<file path="config.mk">
export PLATFORM = sky130hd
export DESIGN_NAME = pip_walk
export DESIGN_NICKNAME = d
export VERILOG_FILES = /design/src/rtl/pip_pkg.sv /design/src/rtl/pip_mul.sv /design/src/rtl/pip_walk.sv
export SDC_FILE = /design/constraint.sdc
export NUM_CORES = 2
export LEC_CHECK = 0
export ABC_AREA = 1
export BUFFER_PORTS_ARGS = -buffer_cell sky130_fd_sc_hd__buf_2
export CAP_MARGIN = 40
export CELL_PAD_IN_SITES_DETAIL_PLACEMENT = 1
export CELL_PAD_IN_SITES_GLOBAL_PLACEMENT = 2
export CORE_MARGIN = 3
export CORE_UTILIZATION = 41
export DETAILED_ROUTE_END_ITERATION = 8
export GPL_ROUTABILITY_DRIVEN = 0
export PLACE_DENSITY = 0.9
export SYNTH_ARGS = -nofsm -noshare
export SYNTH_HDL_FRONTEND = slang
export SYNTH_SLANG_ARGS = --single-unit
</file>
<file path="constraint.sdc">
create_clock -name clk -period 29.9 [get_ports clk]
set_input_delay 5.98 -clock clk [delete_from_list [all_inputs] [get_ports clk]]
set_output_delay 5.98 -clock clk [all_outputs]
set_load 0.02 [all_outputs]
</file>
<file path="src/rtl/pip_pkg.sv">
// Shared types and codes for the point-in-polygon crossing test.
// Used by the top level and pip_walk in rtl/, and by the bench; no dependencies.
`default_nettype none

package pip_pkg;

    localparam logic OP_POINT  = 1'b0;
    localparam logic OP_VERTEX = 1'b1;

    typedef struct packed {
        logic               opcode;
        logic signed [31:0] x_coord;
        logic signed [31:0] y_coord;
        logic               last;
    } pip_in_t;

    typedef struct packed {
        logic       inside_res;
        logic       overflow;
        logic [8:0] vertex_total;
    } pip_out_t;

    typedef struct packed {
        logic valid;
        logic odd;
    } pip_res_t;

endpackage

`default_nettype wire

</file>
<file path="src/rtl/pip_mul.sv">
// Iterative signed multiplier, eight multiplier bits per cycle.
// Depends on nothing; used by pip_walk for the exact intersection compare.
`default_nettype none

module pip_mul #(
    parameter int W = 33
) (
    input  logic                  clk,
    input  logic                  rst_n,
    input  logic                  start,
    input  logic signed [W-1:0]   a,
    input  logic signed [W-1:0]   b,
    output logic                  done,
    output logic signed [2*W-1:0] p
);

    localparam int NS = (W + 7) / 8;
    localparam int SW = $clog2(NS + 1);

    logic                  busy_reg;
    logic                  done_reg;
    logic                  neg_reg;
    logic [SW-1:0]         cnt_reg;
    logic [2*W-1:0]        ma_reg;
    logic [W-1:0]          mb_reg;
    logic [2*W-1:0]        acc_reg;
    logic signed [2*W-1:0] p_reg;
    logic [W-1:0]          ua;
    logic [W-1:0]          ub;
    logic [2*W-1:0]        partial;
    logic [2*W-1:0]        sum;

    assign ua      = a[W-1] ? W'(-a) : W'(a);
    assign ub      = b[W-1] ? W'(-b) : W'(b);
    assign partial = ma_reg * (2*W)'(mb_reg[7:0]);
    assign sum     = acc_reg + partial;
    assign done    = done_reg;
    assign p       = p_reg;

    always_ff @(posedge clk or negedge rst_n)
    begin
        if (!rst_n)
        begin
            busy_reg <= 1'b0;
            done_reg <= 1'b0;
        end
        else
        begin
            done_reg <= 1'b0;
            if (start)
            begin
                busy_reg <= 1'b1;
                cnt_reg  <= '0;
                ma_reg   <= (2*W)'(ua);
                mb_reg   <= ub;
                acc_reg  <= '0;
                neg_reg  <= a[W-1] ^ b[W-1];
            end
            else if (busy_reg)
            begin
                acc_reg <= sum;
                ma_reg  <= ma_reg << 8;
                mb_reg  <= mb_reg >> 8;
                cnt_reg <= cnt_reg + SW'(1);
                if (cnt_reg == SW'(NS - 1))
                begin
                    busy_reg <= 1'b0;
                    done_reg <= 1'b1;
                    p_reg    <= neg_reg ? signed'(-sum) : signed'(sum);
                end
            end
        end
    end

endmodule

`default_nettype wire

</file>
<file path="src/rtl/pip_walk.sv">
// Edge walk over the vertex memory: band tests, backward search, crossing rule.
// Depends on pip_pkg and pip_mul.
`default_nettype none

module pip_walk #(
    parameter int MAX_VERTICES = 256,
    parameter int COORD_BITS   = 32
) (
    input  logic                                  clk,
    input  logic                                  rst_n,
    input  logic                                  start,
    input  logic [$clog2(MAX_VERTICES+1)-1:0]     n,
    input  logic signed [COORD_BITS-1:0]          point_x,
    input  logic signed [COORD_BITS-1:0]          point_y,
    input  logic [30:0]                           tolerance,
    input  logic [2*COORD_BITS-1:0]               rd_data,
    output logic [$clog2(MAX_VERTICES)-1:0]       rd_addr,
    output logic                                  busy,
    output pip_pkg::pip_res_t                     res,
    input  logic                                  res_take
);
    import pip_pkg::*;

    localparam int CB = COORD_BITS;
    localparam int AW = $clog2(MAX_VERTICES);
    localparam int CW = $clog2(MAX_VERTICES + 1);
    localparam int D  = CB + 1;
    localparam int EW = (CB + 2 > 33) ? CB + 2 : 33;

    typedef enum logic [3:0] {
        S_IDLE, S_FIRST, S_FIRSTW, S_NEXT, S_LOAD, S_EVAL,
        S_BACK, S_BACKW, S_MULA, S_MULB, S_DONE
    } state_t;

    state_t                state_reg;
    logic [CW-1:0]         n_reg;
    logic [AW-1:0]         i_reg;
    logic [AW-1:0]         k_reg;
    logic [CW-1:0]         steps_reg;
    logic                  odd_reg;
    logic signed [CB-1:0]  first_x_reg, first_y_reg;
    logic signed [CB-1:0]  cur_x_reg, cur_y_reg;
    logic signed [CB-1:0]  nxt_x_reg, nxt_y_reg;
    logic signed [2*D-1:0] lhs_reg;

    logic signed [EW-1:0]  tol_e;
    logic signed [CB-1:0]  rd_x, rd_y;
    logic                  last_edge;
    logic [AW-1:0]         j_idx;
    logic [AW-1:0]         k_start, k_dec;
    logic                  cur_in, nxt_in, nxt_out, px_lt_cx;
    logic signed [CB-1:0]  ymin, ymax, xlow;
    logic                  cr_toggle, cr_mul;
    logic                  back_go, back_flip;
    logic                  mul_start, mul_done, mul_less;
    logic signed [D-1:0]   mul_a, mul_b;
    logic signed [2*D-1:0] mul_p;
    logic                  adv, flip;

    function automatic logic band(input logic signed [CB-1:0] y);
        logic signed [EW-1:0] d;
        d = EW'(point_y) - EW'(y);
        return (d < tol_e) && (d > -tol_e);
    endfunction

    function automatic logic far(input logic signed [CB-1:0] y);
        logic signed [EW-1:0] d;
        d = EW'(point_y) - EW'(y);
        return (d > tol_e) || (d < -tol_e);
    endfunction

    assign tol_e = EW'(tolerance);
    assign rd_x  = rd_data[2*CB-1:CB];
    assign rd_y  = rd_data[CB-1:0];

    assign last_edge = (CW'(i_reg) + CW'(1)) == n_reg;
    assign j_idx     = last_edge ? '0 : i_reg + AW'(1);
    assign k_start   = (i_reg == '0) ? AW'(n_reg - CW'(1)) : i_reg - AW'(1);
    assign k_dec     = (k_reg == '0) ? AW'(n_reg - CW'(1)) : k_reg - AW'(1);

    always_comb
    begin
        case (state_reg)
            S_FIRST: rd_addr = '0;
            S_NEXT:  rd_addr = j_idx;
            S_BACK:  rd_addr = k_reg;
            default: rd_addr = '0;
        endcase
    end

    // edge classification
    always_comb
    begin
        cur_in   = band(cur_y_reg);
        nxt_in   = band(nxt_y_reg);
        nxt_out  = far(nxt_y_reg);
        px_lt_cx = point_x < cur_x_reg;
        if (cur_y_reg < nxt_y_reg)
        begin
            ymin = cur_y_reg;
            ymax = nxt_y_reg;
            xlow = cur_x_reg;
        end
        else
        begin
            ymin = nxt_y_reg;
            ymax = cur_y_reg;
            xlow = nxt_x_reg;
        end
        cr_toggle = 1'b0;
        cr_mul    = 1'b0;
        if (cur_x_reg > point_x && nxt_x_reg > point_x)
        begin
            cr_toggle = 1'b0;
        end
        else if (cur_y_reg == nxt_y_reg)
        begin
            cr_toggle = 1'b0;
        end
        else if (cur_x_reg == nxt_x_reg)
        begin
            cr_toggle = (point_y >= ymin) && (point_y < ymax);
        end
        else if (point_y == ymin && point_x > xlow)
        begin
            cr_toggle = 1'b1;
        end
        else if (point_y > ymax || point_y < ymin)
        begin
            cr_toggle = 1'b0;
        end
        else
        begin
            cr_mul = 1'b1;
        end
    end

    assign back_go   = (steps_reg < n_reg) && band(rd_y);
    assign back_flip = (nxt_y_reg < point_y && rd_y > point_y) ||
                       (nxt_y_reg > point_y && rd_y < point_y);

    // lhs = (px-ix)(iy-jy), rhs = (py-iy)(ix-jx)
    always_comb
    begin
        if (state_reg == S_MULA)
        begin
            mul_a = D'(point_x) - D'(cur_x_reg);
            mul_b = D'(cur_y_reg) - D'(nxt_y_reg);
        end
        else
        begin
            mul_a = D'(point_y) - D'(cur_y_reg);
            mul_b = D'(cur_x_reg) - D'(nxt_x_reg);
        end
    end

    assign mul_start = (state_reg == S_EVAL && !cur_in && !nxt_in && cr_mul) ||
                       (state_reg == S_MULA && mul_done);
    assign mul_less  = (cur_y_reg > nxt_y_reg) ? (lhs_reg < mul_p) : (mul_p < lhs_reg);

    pip_mul #(
        .W (D)
    ) u_mul (
        .clk   (clk),
        .rst_n (rst_n),
        .start (mul_start),
        .a     (mul_a),
        .b     (mul_b),
        .done  (mul_done),
        .p     (mul_p)
    );

    always_comb
    begin
        case (state_reg)
            S_EVAL:
            begin
                adv  = !(cur_in && !px_lt_cx && nxt_out) && !(!cur_in && !nxt_in && cr_mul);
                flip = !cur_in && !nxt_in && cr_toggle;
            end
            S_BACKW:
            begin
                adv  = !back_go;
                flip = !back_go && back_flip;
            end
            S_MULB:
            begin
                adv  = mul_done;
                flip = mul_done && mul_less;
            end
            default:
            begin
                adv  = 1'b0;
                flip = 1'b0;
            end
        endcase
    end

    assign busy       = state_reg != S_IDLE;
    assign res.valid  = state_reg == S_DONE;
    assign res.odd    = odd_reg;

    always_ff @(posedge clk or negedge rst_n)
    begin
        if (!rst_n)
        begin
            state_reg <= S_IDLE;
            odd_reg   <= 1'b0;
        end
        else
        begin
            case (state_reg)
                S_IDLE:
                begin
                    if (start)
                    begin
                        n_reg     <= n;
                        odd_reg   <= 1'b0;
                        state_reg <= (n == '0) ? S_DONE : S_FIRST;
                    end
                end
                S_FIRST:
                begin
                    state_reg <= S_FIRSTW;
                end
                S_FIRSTW:
                begin
                    first_x_reg <= rd_x;
                    first_y_reg <= rd_y;
                    cur_x_reg   <= rd_x;
                    cur_y_reg   <= rd_y;
                    i_reg       <= '0;
                    state_reg   <= S_NEXT;
                end
                S_NEXT:
                begin
                    if (last_edge)
                    begin
                        nxt_x_reg <= first_x_reg;
                        nxt_y_reg <= first_y_reg;
                        state_reg <= S_EVAL;
                    end
                    else
                    begin
                        state_reg <= S_LOAD;
                    end
                end
                S_LOAD:
                begin
                    nxt_x_reg <= rd_x;
                    nxt_y_reg <= rd_y;
                    state_reg <= S_EVAL;
                end
                S_EVAL:
                begin
                    if (cur_in)
                    begin
                        if (!px_lt_cx && nxt_out)
                        begin
                            k_reg     <= k_start;
                            steps_reg <= '0;
                            state_reg <= S_BACK;
                        end
                    end
                    else if (!nxt_in && cr_mul)
                    begin
                        state_reg <= S_MULA;
                    end
                end
                S_BACK:
                begin
                    state_reg <= S_BACKW;
                end
                S_BACKW:
                begin
                    if (back_go)
                    begin
                        k_reg     <= k_dec;
                        steps_reg <= steps_reg + CW'(1);
                        state_reg <= S_BACK;
                    end
                end
                S_MULA:
                begin
                    if (mul_done)
                    begin
                        lhs_reg   <= mul_p;
                        state_reg <= S_MULB;
                    end
                end
                S_MULB:
                begin
                    if (!mul_done)
                    begin
                        state_reg <= S_MULB;
                    end
                end
                S_DONE:
                begin
                    if (res_take)
                    begin
                        state_reg <= S_IDLE;
                    end
                end
                default:
                begin
                    state_reg <= S_IDLE;
                end
            endcase
            if (adv)
            begin
                odd_reg <= odd_reg ^ flip;
                if (last_edge)
                begin
                    state_reg <= S_DONE;
                end
                else
                begin
                    cur_x_reg <= nxt_x_reg;
                    cur_y_reg <= nxt_y_reg;
                    i_reg     <= i_reg + AW'(1);
                    state_reg <= S_NEXT;
                end
            end
        end
    end

endmodule

`default_nettype wire

</file>
==> reports/results.txt <==
Most frequent CP cell = nand3_1
Final setup violation count = 0
Synth Register Bits = 534
Syn Nets = 11571
Syn. warnings = 0
Fmax = 82.2 MHz
Final wirelength = 286000 um
Delay of the slowest critical-path stage = 710 ps
DRT Pass-1 Iters = 6
Slew HR = 34.9%
Total of max-cap violations = 0
Synthesized area = 0.0710 sq mm
Worst EP required = 30210 ps
CTS buffer count = 73
Buf/Inv on CP = 5
Worst-Margin Slew = 976 ps
Ratio of cells with drive above 1 in the final layout = 5.36%
Setup TNS = 0 ps
Clock buffer depth = 3
Global route overflow = 0
Worst-path clk slew = 60 ps
Boundary Pins = 183
Gr usage total = 31.6%
Final HPWL DP = 239000 um
CTS tree = built
Vias/cell = 5.48
WL/cell = 22.5 um
Register area share after synthesis = 22.5%
Worst Setup End Kind = flop
Die W = 422 um
Synth Instances = 10292
Initial antenna violation count = 7
Mean area per synthesized cell = 6.89 sq um
Core area = 0.172 sq mm
PostCTS Resize Cnt = 0
Clk_skew = 53.9 ps
Largest net degree at the start of global routing = 118
Primary FF master, synth = edfxtp_1
Worst Path Arrival = 12470 ps
Std-Cell Rows = 152
Total Nets Final = 11619
Outcome = finished clean
CTS Root Cell = clkbuf_16
Critical path class = in -> reg
Crit share post-route = 40.7%
Via count = 69698
Clock Sinks = 534
Postcts setup bufs = 0
CP delay by family, top = simple AND/OR/NAND/NOR gates
Hold Fails Final Rpt = 0
H-Tree Depth = 3
Min-Delay Path Class = reg -> reg
Number of synthesized flops with an enable pin = 527
Die H = 422 um
Post-cts hold buffer count = 0
Initial DRC count = 4231
DRC = 0
Initial Util = 41.3%
Vias in the first global route = 73599
CP Max Fanout = 66
Count of cell types in the netlist = 69
Area grow syn2layout = 8.03%
Slew Viols, Final = 0
First-pass GRT wire length = 437000 um
Async SR Flop Fraction = 1.31%
RSZ-0062 raised after global routing = false
Minimum clock period = 12160 ps
Type of origin of the critical path = primary input
Slowest-stage cell, CP = buf_4
PortBufs = 182
Worst skew pair latency = 740 ps
Post-route ant nets = 0
Full die area = 0.178 sq mm
## Yosys cell counts, types with 69 or more instances
master / n / area share [%]
nand2_1: 3420 / 18
inv_1: 1818 / 9.6
nor2_1: 690 / 3.6
ha_1: 677 / 12
a21oi_1: 549 / 3.9
edfxtp_1: 527 / 22
nand3_1: 512 / 3.6
fa_1: 430 / 12
o21ai_0: 422 / 3.0
nand4_1: 189 / 1.7
clkbuf_1: 160 / 0.85
xor2_1: 160 / 2.0
nor3_1: 87 / 0.61
nand2_2: 69 / 0.61
## per-layer routing
metal | track usage (%) | part of all wire [%] | vias to the layer above
li1 | - | - | 32762
met1 | 38.7 | 41 | 34466
met2 | 54.4 | 48 | 1842
met3 | 4.39 | 5.4 | 624
met4 | 15.7 | 5.7 | 4
met5 | 0 | 0.0084 | -
## logic make-up after synthesis
| group | Yosys count | synth area share (%) |
|---|---|---|
| simple gates | 5151 | 30.3 |
| compound gates | 1185 | 9.06 |
| flops | 534 | 22.5 |
| fa+ha+maj | 1107 | 24.1 |
| buf+inv | 2102 | 11.4 |
| xor+xnor | 213 | 2.67 |
## placed cells by master, fill, tap and decap left out, types with 68 or more instances in the layout
| cell type | instances |
|---|---|
| nand3_1 | 512 |
| nand2_2 | 68 |
| a21oi_1 | 547 |
| xor2_1 | 160 |
| buf_2 | 182 |
| nand4_1 | 189 |
| clkbuf_16 | 73 |
| nor3_1 | 85 |
| inv_1 | 1818 |
| nor2_1 | 686 |
| edfxtp_1 | 527 |
| ha_1 | 677 |
| o21ai_0 | 422 |
| fa_1 | 430 |
| nand2_1 | 3419 |
## worst reg2reg max path, delay by kind of cell, from the launching register on
| kind | cells | cell delay [ps] |
|---|---|---|
| AOI/OAI and AO/OA | 4 | 930 |
| and+or+nand+nor | 19 | 3820 |
| buffers and inverters | 7 | 2190 |
| DFF | 1 | 500 |
| adders and majority gates | 3 | 1010 |
## layout make-up
| class | instances | area, sq um |
|---|---|---|
| Fill cell | 22359 | 95100 |
| Multi-Input combinational cell | 7656 | 47000 |
| Sequential cell | 534 | 16000 |
| Inverter | 1844 | 6920 |
| Tap cell | 2310 | 2890 |
| Clock buffer | 96 | 1940 |
| Timing Repair Buffer | 231 | 1400 |
| Clock inverter | 40 | 517 |
| Antenna cell | 5 | 12.5 |
## metrics by stage
step | util (%) | setup slack (ps) | cells | hold slack [ps] | cell area, sq um
2_1_floorplan | - | 15220 | 10292 | 426 | 71000
3_3_place_gp | 43.1 | 17360 | 12565 | 441 | 74000
3_5_place_dp | 43.2 | 17160 | 12573 | 445 | 74200
4_1_cts | 44.6 | 17880 | 12709 | 458 | 76600
5_1_grt | 44.6 | 17120 | 12713 | 465 | 76600
6_report | 44.6 | 17740 | 12716 | 456 | 76700
## final timing paths
| check | start | to | slack [ps] | cells past startpoint |
|---|---|---|---|---|
| setup / recovery | tolerance[1] | u_mul.mb_reg[26]$_SDFFCE_PP0P_ | 17740 | 29 |
| min in group asynchronous | rst_n | state_reg[2]$_DFFE_PN0P_ | 5320 | 1 |
| hold reg to reg | u_mul.p[63]$_DFFE_PP_ | lhs_reg[63]$_DFFE_PP_ | 460 | 0 |
| hold / removal | u_mul.p[63]$_DFFE_PP_ | lhs_reg[63]$_DFFE_PP_ | 460 | 0 |
| setup reg to reg | nxt_y_reg[0]$_DFFE_PP_ | u_mul.mb_reg[26]$_SDFFCE_PP0P_ | 21030 | 33 |
| max in group asynchronous | rst_n | u_mul.busy_reg$_DFF_PN0_ | 24010 | 1 |
Power is not shown: default switching activity piles up to over one toggle a cycle in this logic, so the estimate is an artifact.
